## src/hdl/eeg_window_trend_detector_assert.svh

```systemverilog
// Assertion macros shared by the EEG window trend detector modules.
`ifndef EEG_WINDOW_TREND_DETECTOR_ASSERT_SVH
`define EEG_WINDOW_TREND_DETECTOR_ASSERT_SVH

`ifndef NO_ASSERTIONS

// Same-cycle implication, sampled on clk, off during reset.
`define EWTD_ASSERT_SAME(lbl, ante, cons) \
  lbl: assert property (@(posedge clk) disable iff (!rst_n) (ante) |-> (cons)) \
    else $error("ewtd check failed: %m");

// Next-cycle implication, sampled on clk, off during reset.
`define EWTD_ASSERT_NEXT(lbl, ante, cons) \
  lbl: assert property (@(posedge clk) disable iff (!rst_n) (ante) |=> (cons)) \
    else $error("ewtd check failed: %m");

`else

`define EWTD_ASSERT_SAME(lbl, ante, cons)
`define EWTD_ASSERT_NEXT(lbl, ante, cons)

`endif

`endif

```

## src/hdl/ewtd_pkg.sv

```systemverilog
// Shared widths, constants, sample record and state codes of the trend detector.
package ewtd_pkg;

  // Field widths
  localparam int TIME_W     = 32;
  localparam int LEVEL_W    = 7;
  localparam int QUAL_W     = 8;
  localparam int RATE_W     = 21;
  localparam int PCT_W      = 7;
  localparam int WEIGHT_W   = 4;
  localparam int CFG_IDX_W  = 3;
  localparam int CFG_DATA_W = 21;

  // Arithmetic constants
  localparam int RATE_SCALE = 16000;  // 1000 ms per s times 16 for the fraction
  localparam int PCT_FULL   = 100;
  localparam int SCORE_MAX  = 100;
  localparam int FRAC_BITS  = 4;
  localparam int PROD_W     = RATE_W + WEIGHT_W;
  localparam int SUM_W      = PROD_W + 1;
  localparam int SCORE_W    = SUM_W - FRAC_BITS + 1;

  // Configuration register indexes
  localparam logic [CFG_IDX_W-1:0] REG_BAD_QUALITY_THRESHOLD = 3'd0;
  localparam logic [CFG_IDX_W-1:0] REG_STABILITY_LIMIT       = 3'd1;
  localparam logic [CFG_IDX_W-1:0] REG_DROP_RATE_LIMIT       = 3'd2;
  localparam logic [CFG_IDX_W-1:0] REG_RISE_RATE_LIMIT       = 3'd3;
  localparam logic [CFG_IDX_W-1:0] REG_ATTENTION_WEIGHT      = 3'd4;
  localparam logic [CFG_IDX_W-1:0] REG_FATIGUE_WEIGHT        = 3'd5;
  localparam logic [CFG_IDX_W-1:0] REG_UNSTABLE_PENALTY      = 3'd6;

  // One stored window entry
  typedef struct packed {
    logic [TIME_W-1:0]  time_ms;
    logic [LEVEL_W-1:0] attention_level;
    logic [LEVEL_W-1:0] fatigue_level;
    logic [QUAL_W-1:0]  quality_value;
    logic               link_up;
  } ewtd_sample_t;

  // Sequencer states
  typedef enum logic [2:0] {
    ST_IDLE,
    ST_FETCH,
    ST_DELTA,
    ST_WALK,
    ST_STAB,
    ST_DIV_WAIT,
    ST_MUL,
    ST_SCORE
  } ewtd_state_t;

endpackage

```

## src/hdl/ewtd_if.sv

```systemverilog
// Channel interfaces of the trend detector: sample input, result output, register writes.
interface ewtd_in_if;
  import ewtd_pkg::*;
  logic               valid;
  logic               ready;
  logic [TIME_W-1:0]  time_ms;
  logic [LEVEL_W-1:0] attention_level;
  logic [LEVEL_W-1:0] fatigue_level;
  logic [QUAL_W-1:0]  quality_value;
  logic               link_up;

  modport source (output valid, time_ms, attention_level, fatigue_level, quality_value,
                  link_up, input ready);
  modport sink (input valid, time_ms, attention_level, fatigue_level, quality_value,
                link_up, output ready);
endinterface

interface ewtd_out_if;
  import ewtd_pkg::*;
  logic              valid;
  logic              ready;
  logic [RATE_W-1:0] attention_drop_rate;
  logic [RATE_W-1:0] fatigue_rise_rate;
  logic [PCT_W-1:0]  stability_percent;
  logic              unstable_flag;
  logic              consciousness_drop_flag;
  logic [PCT_W-1:0]  trend_level;

  modport source (output valid, attention_drop_rate, fatigue_rise_rate, stability_percent,
                  unstable_flag, consciousness_drop_flag, trend_level, input ready);
  modport sink (input valid, attention_drop_rate, fatigue_rise_rate, stability_percent,
                unstable_flag, consciousness_drop_flag, trend_level, output ready);
endinterface

interface ewtd_cfg_if;
  import ewtd_pkg::*;
  logic                  valid;
  logic                  ready;
  logic [CFG_IDX_W-1:0]  index;
  logic [CFG_DATA_W-1:0] data;

  modport source (output valid, index, data, input ready);
  modport sink (input valid, index, data, output ready);
endinterface

```

## src/hdl/ewtd_window_ram.sv

```systemverilog
// Sample window memory: one write port, one read port with registered data.
module ewtd_window_ram #(
  parameter int DEPTH = 16
) (
  input  logic                        clk,
  input  logic                        wr_en_i,
  input  logic [$clog2(DEPTH)-1:0]    wr_addr_i,
  input  ewtd_pkg::ewtd_sample_t      wr_data_i,
  input  logic [$clog2(DEPTH)-1:0]    rd_addr_i,
  output ewtd_pkg::ewtd_sample_t      rd_data_o
);
  import ewtd_pkg::*;

  ewtd_sample_t mem_r [DEPTH];
  ewtd_sample_t rd_data_r;

  // Store a new sample
  always_ff @(posedge clk) begin
    if (wr_en_i) begin
      mem_r[wr_addr_i] <= wr_data_i;
    end
  end

  // Read one entry a cycle
  always_ff @(posedge clk) begin
    rd_data_r <= mem_r[rd_addr_i];
  end

  assign rd_data_o = rd_data_r;

endmodule

```

## src/hdl/ewtd_serial_div.sv

```systemverilog
// Bit-serial restoring divider: one quotient bit per cycle, MSB first.
`include "eeg_window_trend_detector_assert.svh"

module ewtd_serial_div #(
  parameter int DIVIDEND_W = 21,
  parameter int DIVISOR_W  = 32
) (
  input  logic                  clk,
  input  logic                  rst_n,
  input  logic                  start_i,
  input  logic [DIVIDEND_W-1:0] dividend_i,
  input  logic [DIVISOR_W-1:0]  divisor_i,
  output logic                  done_o,
  output logic [DIVIDEND_W-1:0] quotient_o
);
  import ewtd_pkg::*;

  localparam int CNT_W = $clog2(DIVIDEND_W);

  logic                  busy_r;
  logic                  done_r;
  logic [CNT_W-1:0]      cnt_r;
  logic [DIVISOR_W-1:0]  rem_r;
  logic [DIVISOR_W-1:0]  rem_nxt;
  logic [DIVIDEND_W-1:0] quo_r;
  logic [DIVISOR_W-1:0]  den_r;
  logic [DIVISOR_W:0]    trial;
  logic [DIVISOR_W:0]    diff;
  logic                  fits;

  // Shift in the next dividend bit and try a subtract
  always_comb begin
    trial   = {rem_r, quo_r[DIVIDEND_W-1]};
    diff    = trial - {1'b0, den_r};
    fits    = (trial >= {1'b0, den_r});
    rem_nxt = fits ? diff[DIVISOR_W-1:0] : trial[DIVISOR_W-1:0];
  end

  // Control: run DIVIDEND_W steps after start
  always_ff @(posedge clk) begin
    if (!rst_n) begin
      busy_r <= 1'b0;
      done_r <= 1'b0;
      cnt_r  <= '0;
    end else if (start_i) begin
      busy_r <= 1'b1;
      done_r <= 1'b0;
      cnt_r  <= '0;
    end else if (busy_r) begin
      cnt_r <= cnt_r + CNT_W'(1);
      if (cnt_r == CNT_W'(DIVIDEND_W - 1)) begin
        busy_r <= 1'b0;
        done_r <= 1'b1;
      end
    end
  end

  // Datapath: quotient bits replace dividend bits from the bottom
  always_ff @(posedge clk) begin
    if (start_i) begin
      quo_r <= dividend_i;
      rem_r <= '0;
      den_r <= divisor_i;
    end else if (busy_r) begin
      quo_r <= {quo_r[DIVIDEND_W-2:0], fits};
      rem_r <= rem_nxt;
    end
  end

  assign done_o     = done_r;
  assign quotient_o = quo_r;

  `EWTD_ASSERT_SAME(a_busy_done_excl, 1'b1, !(busy_r && done_r))
  `EWTD_ASSERT_NEXT(a_start_busy, start_i, busy_r && !done_r)
  `EWTD_ASSERT_NEXT(a_last_done, busy_r && !start_i && cnt_r == CNT_W'(DIVIDEND_W - 1), done_r)

endmodule

```

## src/hdl/eeg_window_trend_detector.sv

```systemverilog
// Top level of the EEG window trend detector: register file, sequencer and result stage.
//
//   channel  dir  handshake              payload
//   in_ch    in   in_ch.valid/ready      time_ms, attention/fatigue level, quality, link_up
//   out_ch   out  out_ch.valid/ready     drop/rise rates, stability, flags, trend score
//   cfg_ch   in   cfg_ch.valid/ready     index, data (ready always high)
//
// A kept sample runs the RAM walk over the fill held entries, fill counting the new one,
// then the serial stability division, while the 21-step rate divisions run alongside from
// the start of the walk. A zero-time sample is dropped; the first one is only stored.
// Reset (synchronous, rst_n low) empties the window and loads the register defaults.
// The result sits in an output register; a new sample is taken while it waits, and only
// the final load stalls until out_ch takes the previous result.
`include "eeg_window_trend_detector_assert.svh"

module eeg_window_trend_detector #(
  parameter int WINDOW_DEPTH = 16
) (
  input  logic      clk,
  input  logic      rst_n,
  ewtd_in_if.sink   in_ch,
  ewtd_out_if.source out_ch,
  ewtd_cfg_if.sink  cfg_ch
);
  import ewtd_pkg::*;

  localparam int PTR_W  = $clog2(WINDOW_DEPTH);
  localparam int CNT_W  = $clog2(WINDOW_DEPTH + 1);
  localparam int STAB_W = CNT_W + PCT_W;

  // Configuration registers
  logic [QUAL_W-1:0]   bad_thr_r;
  logic [PCT_W-1:0]    stab_lim_r;
  logic [RATE_W-1:0]   drop_lim_r;
  logic [RATE_W-1:0]   rise_lim_r;
  logic [WEIGHT_W-1:0] att_w_r;
  logic [WEIGHT_W-1:0] fat_w_r;
  logic [PCT_W-1:0]    penalty_r;

  // Sequencer
  ewtd_state_t state_r;
  ewtd_state_t state_nxt;
  logic        in_ready;
  logic        wr_en;
  logic        rate_start;
  logic        stab_start;
  logic        out_load;
  logic        walk_last;
  logic [PTR_W-1:0] rd_addr;

  // Window bookkeeping
  logic [PTR_W-1:0] wp_r;
  logic [PTR_W-1:0] wp_inc;
  logic [CNT_W-1:0] fill_r;
  logic [CNT_W-1:0] fill_sat;
  logic [PTR_W-1:0] old_idx_r;
  logic [CNT_W-1:0] walk_r;
  logic [CNT_W-1:0] bad_r;

  // Newest sample
  logic [TIME_W-1:0]  new_time_r;
  logic [LEVEL_W-1:0] new_att_r;
  logic [LEVEL_W-1:0] new_fat_r;

  ewtd_sample_t wr_sample;
  ewtd_sample_t rd_sample;

  // Divider operands and results
  logic [TIME_W-1:0]  dt;
  logic [LEVEL_W-1:0] att_drop;
  logic [LEVEL_W-1:0] fat_delta;
  logic [RATE_W-1:0]  att_dividend;
  logic [RATE_W-1:0]  fat_dividend;
  logic [STAB_W-1:0]  stab_dividend;
  logic [RATE_W-1:0]  adr_q;
  logic [RATE_W-1:0]  frr_q;
  logic [STAB_W-1:0]  stab_q;
  logic               adr_done;
  logic               frr_done;
  logic               stab_done;
  logic               is_bad;

  // Score stage
  logic [PROD_W-1:0]  adr_prod_r;
  logic [PROD_W-1:0]  frr_prod_r;
  logic [PCT_W-1:0]   stab_pct_r;
  logic               unstable_r;
  logic [SUM_W-1:0]   prod_sum;
  logic [SCORE_W-1:0] score_full;
  logic [PCT_W-1:0]   score;

  // Output register
  logic               out_valid_r;
  logic [RATE_W-1:0]  adr_out_r;
  logic [RATE_W-1:0]  frr_out_r;
  logic [PCT_W-1:0]   stab_out_r;
  logic               unstable_out_r;
  logic               cdrop_out_r;
  logic [PCT_W-1:0]   score_out_r;

  // Register writes
  assign cfg_ch.ready = 1'b1;

  always_ff @(posedge clk) begin
    if (!rst_n) begin
      bad_thr_r  <= QUAL_W'(50);
      stab_lim_r <= PCT_W'(60);
      drop_lim_r <= RATE_W'(96);
      rise_lim_r <= RATE_W'(16);
      att_w_r    <= WEIGHT_W'(6);
      fat_w_r    <= WEIGHT_W'(4);
      penalty_r  <= PCT_W'(15);
    end else if (cfg_ch.valid) begin
      case (cfg_ch.index)
        REG_BAD_QUALITY_THRESHOLD: bad_thr_r  <= cfg_ch.data[QUAL_W-1:0];
        REG_STABILITY_LIMIT:       stab_lim_r <= cfg_ch.data[PCT_W-1:0];
        REG_DROP_RATE_LIMIT:       drop_lim_r <= cfg_ch.data[RATE_W-1:0];
        REG_RISE_RATE_LIMIT:       rise_lim_r <= cfg_ch.data[RATE_W-1:0];
        REG_ATTENTION_WEIGHT:      att_w_r    <= cfg_ch.data[WEIGHT_W-1:0];
        REG_FATIGUE_WEIGHT:        fat_w_r    <= cfg_ch.data[WEIGHT_W-1:0];
        REG_UNSTABLE_PENALTY:      penalty_r  <= cfg_ch.data[PCT_W-1:0];
        default: ;
      endcase
    end
  end

  // Pointer and fill arithmetic
  assign wp_inc    = (wp_r == PTR_W'(WINDOW_DEPTH - 1)) ? '0 : wp_r + PTR_W'(1);
  assign fill_sat  = (fill_r == CNT_W'(WINDOW_DEPTH)) ? fill_r : fill_r + CNT_W'(1);
  assign walk_last = (walk_r == fill_r - CNT_W'(1));

  // State register
  always_ff @(posedge clk) begin
    if (!rst_n) begin
      state_r <= ST_IDLE;
    end else begin
      state_r <= state_nxt;
    end
  end

  // Next state and sequencer strobes
  always_comb begin
    state_nxt  = state_r;
    in_ready   = 1'b0;
    wr_en      = 1'b0;
    rate_start = 1'b0;
    stab_start = 1'b0;
    out_load   = 1'b0;
    rd_addr    = '0;
    case (state_r)
      ST_IDLE: begin
        in_ready = 1'b1;
        if (in_ch.valid && in_ch.time_ms != '0) begin
          wr_en = 1'b1;
          if (fill_r != '0) begin
            state_nxt = ST_FETCH;
          end
        end
      end
      ST_FETCH: begin
        rd_addr   = old_idx_r;
        state_nxt = ST_DELTA;
      end
      ST_DELTA: begin
        rate_start = 1'b1;
        state_nxt  = ST_WALK;
      end
      ST_WALK: begin
        if (walk_last) begin
          state_nxt = ST_STAB;
        end else begin
          rd_addr = walk_r[PTR_W-1:0] + PTR_W'(1);
        end
      end
      ST_STAB: begin
        stab_start = 1'b1;
        state_nxt  = ST_DIV_WAIT;
      end
      ST_DIV_WAIT: begin
        if (adr_done && frr_done && stab_done) begin
          state_nxt = ST_MUL;
        end
      end
      ST_MUL: begin
        state_nxt = ST_SCORE;
      end
      ST_SCORE: begin
        if (!out_valid_r || out_ch.ready) begin
          out_load  = 1'b1;
          state_nxt = ST_IDLE;
        end
      end
      default: state_nxt = ST_IDLE;
    endcase
  end

  assign in_ch.ready = in_ready;

  // Window control state
  always_ff @(posedge clk) begin
    if (!rst_n) begin
      wp_r   <= '0;
      fill_r <= '0;
    end else if (wr_en) begin
      wp_r   <= wp_inc;
      fill_r <= fill_sat;
    end
  end

  // Capture the newest sample and locate the oldest
  always_ff @(posedge clk) begin
    if (wr_en) begin
      new_time_r <= in_ch.time_ms;
      new_att_r  <= in_ch.attention_level;
      new_fat_r  <= in_ch.fatigue_level;
      old_idx_r  <= (fill_sat == CNT_W'(WINDOW_DEPTH)) ? wp_inc : '0;
    end
  end

  assign wr_sample.time_ms         = in_ch.time_ms;
  assign wr_sample.attention_level = in_ch.attention_level;
  assign wr_sample.fatigue_level   = in_ch.fatigue_level;
  assign wr_sample.quality_value   = in_ch.quality_value;
  assign wr_sample.link_up         = in_ch.link_up;

  ewtd_window_ram #(
    .DEPTH (WINDOW_DEPTH)
  ) u_ram (
    .clk       (clk),
    .wr_en_i   (wr_en),
    .wr_addr_i (wp_r),
    .wr_data_i (wr_sample),
    .rd_addr_i (rd_addr),
    .rd_data_o (rd_sample)
  );

  // Time step and level changes against the oldest sample
  always_comb begin
    dt = (new_time_r > rd_sample.time_ms) ? new_time_r - rd_sample.time_ms : TIME_W'(1);
    att_drop = (rd_sample.attention_level > new_att_r) ?
               rd_sample.attention_level - new_att_r : '0;
    fat_delta = (new_fat_r > rd_sample.fatigue_level) ?
                new_fat_r - rd_sample.fatigue_level : '0;
    att_dividend  = RATE_W'(att_drop) * RATE_W'(RATE_SCALE);
    fat_dividend  = RATE_W'(fat_delta) * RATE_W'(RATE_SCALE);
    stab_dividend = STAB_W'(bad_r) * STAB_W'(PCT_FULL);
  end

  ewtd_serial_div #(
    .DIVIDEND_W (RATE_W),
    .DIVISOR_W  (TIME_W)
  ) u_adr_div (
    .clk        (clk),
    .rst_n      (rst_n),
    .start_i    (rate_start),
    .dividend_i (att_dividend),
    .divisor_i  (dt),
    .done_o     (adr_done),
    .quotient_o (adr_q)
  );

  ewtd_serial_div #(
    .DIVIDEND_W (RATE_W),
    .DIVISOR_W  (TIME_W)
  ) u_frr_div (
    .clk        (clk),
    .rst_n      (rst_n),
    .start_i    (rate_start),
    .dividend_i (fat_dividend),
    .divisor_i  (dt),
    .done_o     (frr_done),
    .quotient_o (frr_q)
  );

  ewtd_serial_div #(
    .DIVIDEND_W (STAB_W),
    .DIVISOR_W  (CNT_W)
  ) u_stab_div (
    .clk        (clk),
    .rst_n      (rst_n),
    .start_i    (stab_start),
    .dividend_i (stab_dividend),
    .divisor_i  (fill_r),
    .done_o     (stab_done),
    .quotient_o (stab_q)
  );

  // Walk the window one entry a cycle and count bad samples
  assign is_bad = (rd_sample.quality_value >= bad_thr_r) || !rd_sample.link_up;

  always_ff @(posedge clk) begin
    if (state_r == ST_DELTA) begin
      walk_r <= '0;
      bad_r  <= '0;
    end else if (state_r == ST_WALK) begin
      walk_r <= walk_r + CNT_W'(1);
      bad_r  <= bad_r + CNT_W'(is_bad);
    end
  end

  // Weight the rates and finish the stability figure
  always_ff @(posedge clk) begin
    if (state_r == ST_MUL) begin
      adr_prod_r <= PROD_W'(adr_q) * PROD_W'(att_w_r);
      frr_prod_r <= PROD_W'(frr_q) * PROD_W'(fat_w_r);
      stab_pct_r <= PCT_W'(PCT_FULL) - stab_q[PCT_W-1:0];
      unstable_r <= (PCT_W'(PCT_FULL) - stab_q[PCT_W-1:0]) < stab_lim_r;
    end
  end

  // Sum, drop the fraction, add the penalty and clamp
  always_comb begin
    prod_sum   = SUM_W'(adr_prod_r) + SUM_W'(frr_prod_r);
    score_full = SCORE_W'(prod_sum[SUM_W-1:FRAC_BITS]) +
                 (unstable_r ? SCORE_W'(penalty_r) : '0);
    score      = (score_full > SCORE_W'(SCORE_MAX)) ? PCT_W'(SCORE_MAX) :
                 score_full[PCT_W-1:0];
  end

  // Output register
  always_ff @(posedge clk) begin
    if (!rst_n) begin
      out_valid_r <= 1'b0;
    end else if (out_load) begin
      out_valid_r <= 1'b1;
    end else if (out_ch.ready) begin
      out_valid_r <= 1'b0;
    end
  end

  always_ff @(posedge clk) begin
    if (out_load) begin
      adr_out_r      <= adr_q;
      frr_out_r      <= frr_q;
      stab_out_r     <= stab_pct_r;
      unstable_out_r <= unstable_r;
      cdrop_out_r    <= (adr_q >= drop_lim_r) && (frr_q >= rise_lim_r);
      score_out_r    <= score;
    end
  end

  assign out_ch.valid                   = out_valid_r;
  assign out_ch.attention_drop_rate     = adr_out_r;
  assign out_ch.fatigue_rise_rate       = frr_out_r;
  assign out_ch.stability_percent       = stab_out_r;
  assign out_ch.unstable_flag           = unstable_out_r;
  assign out_ch.consciousness_drop_flag = cdrop_out_r;
  assign out_ch.trend_level             = score_out_r;

  `EWTD_ASSERT_SAME(a_fill_bound, 1'b1, fill_r <= CNT_W'(WINDOW_DEPTH))
  `EWTD_ASSERT_SAME(a_walk_range, state_r == ST_WALK, walk_r < fill_r)
  `EWTD_ASSERT_NEXT(a_out_source, !out_valid_r && state_r != ST_SCORE, !out_valid_r)
  `EWTD_ASSERT_NEXT(a_second_sample, wr_en && fill_r != '0, state_r == ST_FETCH)

endmodule

```

## src/flat_wrapper.sv

```systemverilog
// flat-port wrapper written by rule: the top's interface ports become plain ports
module eeg_window_trend_detector_flat import ewtd_pkg::*;
#(
  parameter int WINDOW_DEPTH = 16
)
  (clk, rst_n, in_ch_valid, in_ch_time_ms, in_ch_attention_level, in_ch_fatigue_level, in_ch_quality_value, in_ch_link_up, in_ch_ready, out_ch_valid, out_ch_attention_drop_rate, out_ch_fatigue_rise_rate, out_ch_stability_percent, out_ch_unstable_flag, out_ch_consciousness_drop_flag, out_ch_trend_level, out_ch_ready, cfg_ch_valid, cfg_ch_index, cfg_ch_data, cfg_ch_ready);
  ewtd_in_if in_ch_i ();
  ewtd_out_if out_ch_i ();
  ewtd_cfg_if cfg_ch_i ();
  input  logic clk;
  input  logic rst_n;
  input wire logic [$bits(in_ch_i.valid)-1:0] in_ch_valid;
  input wire logic [$bits(in_ch_i.time_ms)-1:0] in_ch_time_ms;
  input wire logic [$bits(in_ch_i.attention_level)-1:0] in_ch_attention_level;
  input wire logic [$bits(in_ch_i.fatigue_level)-1:0] in_ch_fatigue_level;
  input wire logic [$bits(in_ch_i.quality_value)-1:0] in_ch_quality_value;
  input wire logic [$bits(in_ch_i.link_up)-1:0] in_ch_link_up;
  output wire logic [$bits(in_ch_i.ready)-1:0] in_ch_ready;
  output wire logic [$bits(out_ch_i.valid)-1:0] out_ch_valid;
  output wire logic [$bits(out_ch_i.attention_drop_rate)-1:0] out_ch_attention_drop_rate;
  output wire logic [$bits(out_ch_i.fatigue_rise_rate)-1:0] out_ch_fatigue_rise_rate;
  output wire logic [$bits(out_ch_i.stability_percent)-1:0] out_ch_stability_percent;
  output wire logic [$bits(out_ch_i.unstable_flag)-1:0] out_ch_unstable_flag;
  output wire logic [$bits(out_ch_i.consciousness_drop_flag)-1:0] out_ch_consciousness_drop_flag;
  output wire logic [$bits(out_ch_i.trend_level)-1:0] out_ch_trend_level;
  input wire logic [$bits(out_ch_i.ready)-1:0] out_ch_ready;
  input wire logic [$bits(cfg_ch_i.valid)-1:0] cfg_ch_valid;
  input wire logic [$bits(cfg_ch_i.index)-1:0] cfg_ch_index;
  input wire logic [$bits(cfg_ch_i.data)-1:0] cfg_ch_data;
  output wire logic [$bits(cfg_ch_i.ready)-1:0] cfg_ch_ready;
  assign in_ch_i.valid = in_ch_valid;
  assign in_ch_i.time_ms = in_ch_time_ms;
  assign in_ch_i.attention_level = in_ch_attention_level;
  assign in_ch_i.fatigue_level = in_ch_fatigue_level;
  assign in_ch_i.quality_value = in_ch_quality_value;
  assign in_ch_i.link_up = in_ch_link_up;
  assign in_ch_ready = in_ch_i.ready;
  assign out_ch_valid = out_ch_i.valid;
  assign out_ch_attention_drop_rate = out_ch_i.attention_drop_rate;
  assign out_ch_fatigue_rise_rate = out_ch_i.fatigue_rise_rate;
  assign out_ch_stability_percent = out_ch_i.stability_percent;
  assign out_ch_unstable_flag = out_ch_i.unstable_flag;
  assign out_ch_consciousness_drop_flag = out_ch_i.consciousness_drop_flag;
  assign out_ch_trend_level = out_ch_i.trend_level;
  assign out_ch_i.ready = out_ch_ready;
  assign cfg_ch_i.valid = cfg_ch_valid;
  assign cfg_ch_i.index = cfg_ch_index;
  assign cfg_ch_i.data = cfg_ch_data;
  assign cfg_ch_ready = cfg_ch_i.ready;
  eeg_window_trend_detector #(.WINDOW_DEPTH(WINDOW_DEPTH)) u_core (.clk(clk), .rst_n(rst_n), .in_ch(in_ch_i), .out_ch(out_ch_i), .cfg_ch(cfg_ch_i));
endmodule
```

## config.mk

```make
export PLATFORM = sky130hd
export DESIGN_NAME = eeg_window_trend_detector_flat
export DESIGN_NICKNAME = d
export VERILOG_FILES = /design/src/hdl/ewtd_pkg.sv /design/src/hdl/ewtd_if.sv /design/src/hdl/ewtd_window_ram.sv /design/src/hdl/ewtd_serial_div.sv /design/src/hdl/eeg_window_trend_detector.sv /design/src/flat_wrapper.sv
export VERILOG_INCLUDE_DIRS = /design/src /design/src/hdl
export SDC_FILE = /design/constraint.sdc
export NUM_CORES = 2
export LEC_CHECK = 0
export ABC_AREA = 1
export BUFFER_PORTS_ARGS = -buffer_cell sky130_fd_sc_hd__buf_2
export CORE_MARGIN = 4
export CORE_UTILIZATION = 30
export DETAILED_ROUTE_END_ITERATION = 8
export SLEW_MARGIN = 20
export SYNTH_ARGS = -nofsm -noshare
export SYNTH_HDL_FRONTEND = slang
export SYNTH_SLANG_ARGS = --single-unit
```

## constraint.sdc

```tcl
create_clock -name clk -period 7.85 [get_ports clk]
set_clock_uncertainty 0.2 [all_clocks]
set_input_delay 1.1775 -clock clk [delete_from_list [all_inputs] [get_ports clk]]
set_output_delay 1.1775 -clock clk [all_outputs]
set_load 0.05 [all_outputs]
```

Word-level counts from Yosys, hierarchy flattened
Memories as Yosys holds them, arrays and structs flattened. A register that Yosys moved wholly into a read port is not among the register bits.
Cells that the tools add are included.
W data, S select, Z words.
{ "op_classes": {"order_cmp": 11, "bitwise_logic": 1, "addsub": 18, "n_eq_ne": 25, "reduce_logical": 29, "multipliers": 5, "mux": 42} }
{ "ops": {"columns": ["op", "n"], "rows": [
  ["$sub A32 B32 Y32", 3],
  ["$mux W21", 4],
  ["$ge A33 B32 Y1", 2],
  ["$mux W32", 2],
  ["$mul A21 B4 Y25", 2],
  ["$ge A21 B21 Y1", 2],
  ["$gt A32 B32 Y1", 1],
  ["$reduce_bool A32 Y1", 1],
  ["$mul A7 B7 Y14 const B", 2],
  ["$add A25 B25 Y26", 1],
  ["$mux W12", 2],
  ["$pmux W3 S8", 1],
  ["$add A22 B23 Y23", 1],
  ["$gt A23 B7 Y1 const B", 1],
  ["$eq A3 B3 Y1 const B", 7],
  ["$mux W7", 3],
  ["$add A5 B1 Y5 const B", 4],
  ["$eq A5 B5 Y1 const B", 4],
  ["$mux W1", 20],
  ["$reduce_and A2 Y1", 10],
  ["$mux W3", 5],
  ["$gt A7 B7 Y1", 2],
  ["$sub A7 B7 Y7", 2],
  ["$add A4 B1 Y4 const B", 3],
  ["25 further kinds", 46]
]} }
{ "word_totals": {"mem_count": 1, "ff_bits": 441, "ramBits": 880} }
{ "memory_table": {"columns": ["name", "words", "word_bits", "read_ports", "rd_clocked_by_memory_dff", "write_ports", "line", "text"], "rows": [
  ["u_core.u_ram.mem_r", 16, 55, 1, 1, 1, "ewtd_window_ram.sv:14", "ewtd_sample_t mem_r [DEPTH];"]
]} }

Longest topological paths before layout
{ "logic_depth": {"depth_word": 6, "ltp_mapped": 40} }

Hierarchy
A second synthesis with hierarchy kept.
{ "hier_totals": {"hier_cells": 8467, "hier_area_um2": 75712.6} }
{ "by_module_without_submodules": {"columns": ["mod", "seq_area_each_um2", "area_per_inst_um2", "instances", "cells_per_inst"], "rows": [
  ["ewtd_window_ram", 27526.4, 38894.8, 1, 3622],
  ["eeg_window_trend_detector", 6886.6, 22731.8, 1, 2814],
  ["ewtd_serial_div (u_core.u_adr_div)", 2372.3, 6388.6, 1, 949],
  ["ewtd_serial_div (u_core.u_frr_div)", 2372.3, 6309.8, 1, 925],
  ["ewtd_serial_div (u_core.u_stab_div)", 730.7, 1387.6, 1, 157]
]} }

Worst setup path after synthesis
OpenSTA, ideal clock, no wires.
{ "synth_path": {"kind": "input to register", "startpoint": "input in_ch_time_ms[2]", "endpoint": "memory u_core.u_ram.mem_r[0][0] in the netlist's numbering (enable)", "t_required_ns": 7.182, "setup_slack_ns": 1.148, "path_buffers": 1, "arrival_time_ns": 6.034, "stages": 9, "cell_sequence": "nor4_1 -> nand4_1 -> nor2_1 -> nand3_1 -> nand2_1 -> nor2_1 -> clkbuf_1 -> nand2_1 -> nor2_1"} }
{ "synth_via": {"elab_chain_len": 6} }
{ "synth_lines": {"columns": ["item", "line", "text"], "rows": [
  ["start: declaration", "flat_wrapper.sv:13", "input wire logic [$bits(in_ch_i.time_ms)-1:0] in_ch_time_ms;"],
  ["$reduce_bool A32 Y1", "eeg_window_trend_detector.sv:153", "if (in_ch.valid && in_ch.time_ms != '0) begin"],
  ["$logic_and A1 B1 Y1", "eeg_window_trend_detector.sv:153", null],
  ["$mux W1", "eeg_window_trend_detector.sv:153", null],
  ["$mux W1", "eeg_window_trend_detector.sv:150", "case (state_r)"],
  ["net u_core.u_ram.wr_en_i", "ewtd_window_ram.sv:6", "input logic wr_en_i,"],
  ["$mux W1", "ewtd_window_ram.sv:19", "if (wr_en_i) begin"],
  ["$mux W1 (not written as such)", "ewtd_window_ram.sv:20", "mem_r[wr_addr_i] <= wr_data_i;"],
  ["end: declaration", "ewtd_window_ram.sv:14", null]
]} }
The timed path passes the listed nets, and every way through them passes these cells.

Final worst setup path
{ "layout_path": {"startpoint": "register u_core.new_fat_r[1]", "endpoint": "register u_core.u_frr_div.quo_r[20] (netlist: u_core.u_frr_div.quotient_o[20]) (data pin)"} }
{ "layout_via": {"elab_chain_len": 4, "elab_cells_between_ends": 5, "classes_between": "add/sub: 1; mul: 1; order compare: 1; mux: 2"} }
{ "layout_lines": {"columns": ["item", "line", "text"], "rows": [
  ["start: declaration", "eeg_window_trend_detector.sv:63", "logic [LEVEL_W-1:0] new_fat_r;"],
  ["start signal: assignment", "eeg_window_trend_detector.sv:215", "new_fat_r <= in_ch.fatigue_level;"],
  ["$sub A7 B7 Y7 or $gt A7 B7 Y1 (tied branches)", "eeg_window_trend_detector.sv:243, eeg_window_trend_detector.sv:242", null],
  ["$mux W7 (*)", "eeg_window_trend_detector.sv:242", "fat_delta = (new_fat_r > rd_sample.fatigue_level) ?"],
  ["$mul A7 B7 Y14 (*)", "eeg_window_trend_detector.sv:245", "fat_dividend = RATE_W'(fat_delta) * RATE_W'(RATE_SCALE);"],
  ["$mux W21 (*)", "ewtd_serial_div.sv:60", "if (start_i) begin"],
  ["end signal: assignment", "ewtd_serial_div.sv:61", "quo_r <= dividend_i;"],
  ["end signal: assignment", "ewtd_serial_div.sv:65", "quo_r <= {quo_r[DIVIDEND_W-2:0], fits};"],
  ["end: declaration", "ewtd_serial_div.sv:25", "logic [DIVIDEND_W-1:0] quo_r;"]
]} }
Mark *: on every way between the ends. The rest lies on a longest branch, timed or not.
A chain may end at the register's enable or synchronous reset.

==> results.tsv <==
stage	metric	value	unit
cts	cts_hold_buffers	0	
route	detail-route-antenna-nets	0	
critical_path	ff2ff_path_depth	37	
run_status	status	finished clean	
power_and_ir_drop	finalPower	30.3	mW
cts	clockRootBuffer	clkbuf_16	
min_path	hold_path.class	reg -> reg	
placement	gp_congestion	0.880	
min_path	hold_depth	0	
final_layout	fin_area	79300	µm²
critical_path	cp_slowest_cell	fa_1	
route	wirelength	184000	µm
cts	clock-sinks	1376	
global_route	grt_pass1_wl	285000	µm
sta	fmax	158	MHz
sta	fin_crit	6.35	ns
final_layout	utilization	34.0	%
cts	clk_latency	0.80	ns
sta	slew_headroom	23.3	%
floorplanning	start_util	30.2	%
cts	cts_made_buffers	145	
cts	tritoncts	built	
floorplanning	row_count	177	
critical_path	timing.rr.start	u_core.new_fat_r[1]	
placement	pre_cts_ws	1.45	ns
sta	final.setup.tns	0	ns
synthesis	syn_inst	7176	
cts	htree_levels	4	
placement	place_inst	10300	
route	dr.first_iter.drc_count	4105	
route	drc_errors	0	
synthesis	synth-seq-cells	1376	
synthesis	ys_warn_count	0	
critical_path	cp-start-kind	register	
power_and_ir_drop	powerDensity	382	nW/µm²
global_route	grt_pass1_vias	48600	
final_layout	layout-drive-gt1-share	6.42	%
critical_path	cpPeakStageDelay	0.51	ns
critical_path	crit_top_cell	nand2_1	
critical_path	cp.required	8.15	ns
placement	placed_area	74500	µm²
min_path	min_to	u_core.out_ch.stability_percent[4]	
synthesis	synth_area	70300	µm²
sta	worst_slack	1.50	ns
route	first_pass_iters	5	
sta	slew_violations	0	
sta	rsz0062_at_grt	no	
cts	cts_buffer_depth	3	
critical_path	crit_path_end_kind	register	
synthesis	synth_edf_count	1121	
route	routedWlPerCell	17.5	µm
floorplanning	core_area	233000	µm²
synthesis	syn_nets	7740	
sta	setup_violations	0	
synthesis	syn_area_per_cell	9.80	µm²
job	maxCapViolations	0	
critical_path	rrSetupSlack	1.50	ns
cts	cts.repair.resized	0	
sta	final_hold_viol_count	0	
cts	cts_setup_buffers	0	
power_and_ir_drop	peakVddDrop	0.390	mV
route	viasPerCell	4.75	
floorplanning	io-pin-count	145	
cts	clk_pin_slew	0.06	ns
synthesis	synth_top_cell_area_share	47.9	%
route	via_count	50000	
synthesis	synthDistinctLibCells	53	
floorplanning	die_area	242000	µm²
min_path	hold_start	u_core.stab_pct_r[4]	
critical_path	cp_data_arrival_time	6.65	ns
critical_path	path_class	reg -> reg	
critical_path	cp_max_fo	5	
global_route	overflow	0	
critical_path	r2r-end	u_core.u_frr_div.quotient_o[20]	
sta	worst_slew_pin_slew	1.15	ns
power_and_ir_drop	leakagePower	33.3	nW
synthesis	synthArstFlopShare	0	%
final_layout	syn_to_final_growth	12.8	%
sta	period_share	80.9	%
synthesis	seq_area_frac_synth	55.1	%
final_layout	num-nets-final	7832	
synthesis	netlist_top_cells_area	edfxtp_1, dfxtp_1, nand2_1	
synthesis	synthFlopType	edfxtp_1	
floorplanning	die_h	492	µm
floorplanning	dieWidth	492	µm
global_route	grt_max_degree	191	
sta	fin_hold_ws	0.221	ns
placement	numPortBuffers	143	
placement	post-dp-hpwl	123000	µm
synthesis	synth_area_leader_cell	edfxtp_1	
final_layout	fin_cells	10500	
global_route	track_usage	14.9	%
global_route	antenna_found_initial	30	
## worst max-delay path: cells and delay by family, from the launching register on
kind | cells | cell delay, ns
buffers and inverters | 3 | 0.25
AND/OR/NAND/NOR | 22 | 2.06
adder cells (fa/ha/maj) | 6 | 2.47
flip-flops | 1 | 0.40
AO/OA/AOI/OAI | 6 | 0.72
## sequential cells by signal, summed over array words and instances (netlist names), 21 cells and up
name and count:
u_core.u_adr_div.den_r 32, u_core.adr_prod_r 25, u_core.u_adr_div.rem_r 32, u_core.rise_lim_r 21, u_core.u_frr_div.quotient_o 21, u_core.frr_prod_r 25, u_core.drop_lim_r 21, u_core.u_ram.mem_r 880
u_core.out_ch.attention_drop_rate 21, u_core.u_adr_div.quotient_o 21, u_core.u_ram.rd_data_o 55, u_core.u_frr_div.rem_r 32, u_core.out_ch.fatigue_rise_rate 21, u_core.new_time_r 32
## Yosys cell counts (all sizes together), types with 2 or more instances
cell and number:
dfxtp 255, o41ai 2, fa 118, clkinv 5, xor2 88, nor3 49, o21a 13, o211a 2
a21o 17, edfxtp 1121, inv 1180, and2 2, a32o 6, o221ai 4, a21boi 8, nand2 1301
nor2 318, nand3b 64, nand3 526, o2111ai 3, o22ai 3, o211ai 191, clkbuf 139, nand4 39
a31oi 18, o21bai 14, o21ai 500, a221oi 2, a211oi 8, nor4 20, a22oi 13, a22o 15
buf 120, xnor2 55, ha 362, a21oi 566, or2 19, nor3b 3
## cell usage in the layout, fill, tap and decap left out, drive strengths merged, types with 8 or more instances in the layout
cell	synthesis	layout
a21o	17	17
a22o	15	15
xnor2	55	55
buf	120	204
diode	0	8
nor2	318	318
o21bai	14	14
o21a	13	13
a31oi	18	18
a22oi	13	13
nand3b	64	64
a211oi	8	8
ha	362	362
a21oi	566	566
o21ai	500	500
clkbuf	139	194
bufinv	0	8
nor4	20	20
nand4	39	39
xor2	88	88
a21boi	8	8
nand3	526	526
edfxtp	1121	1121
dfxtp	255	255
inv	1180	1189
o211ai	191	191
or2	19	19
fa	118	118
nor3	49	49
clkinv	5	54
nand2	1301	1301
## cells by family (layout without fill, tap and decap cells)
kind of cell               after synthesis  after routing  share of synthesized area, %
and+or+nand+nor                       2343           2343                          14.2
DFF                                   1376           1376                          55.1
other                                    1              9                       0.00533
AOI/OAI and AO/OA                     1389           1389                          11.1
xor gates and xnor gates               143            143                          1.78
adders and majority gates              480            480                          9.80
buffers and inverters                 1444           1653                          7.97
## layer usage
layer	share of wire, %	wire [µm]	track usage [%]
met2	45	83100	23.8
met5	0.042	77	0
met3	6.4	11800	2.66
met1	47	86000	21.0
met4	1.9	3510	3.29
## how the worst max path moves through the flow
stage | end | slack [ns] | from | cells after the start
floorplan | u_core.u_ram.mem_r[0][0] | 1.15 | in_ch_time_ms[2] | 9
CTS | u_core.u_frr_div.quotient_o[20] | 1.44 | u_core.new_fat_r[1] | 37
finish | u_core.u_frr_div.quotient_o[20] | 1.50 | u_core.new_fat_r[1] | 37
detailed placement | u_core.u_frr_div.quotient_o[20] | 1.45 | u_core.new_fat_r[1] | 37
global route | u_core.u_frr_div.quotient_o[20] | 0.82 | u_core.u_ram.rd_data_o[10] | 39
global placement | u_core.u_frr_div.quotient_o[20] | 1.36 | u_core.u_ram.rd_data_o[10] | 38
## layout make-up
class / instances / area (µm²)
Antenna cell: 8 / 20.0
Clock buffer: 194 / 3970
Clock inverter: 70 / 801
Fill cell: 23500 / 154000
Inverter: 1185 / 4460
Multi-Input combinational cell: 4356 / 26100
Sequential cell: 1376 / 38800
Tap cell: 3132 / 3920
Timing Repair Buffer: 204 / 1240
## power by group
part	internal (mW)	switching, mW	total (mW)
Clock	3.87	2.99	6.86
Combinational	4.86	8.93	13.8
Sequential	9.03	0.640	9.67
Power figures use the tool's default switching activity.
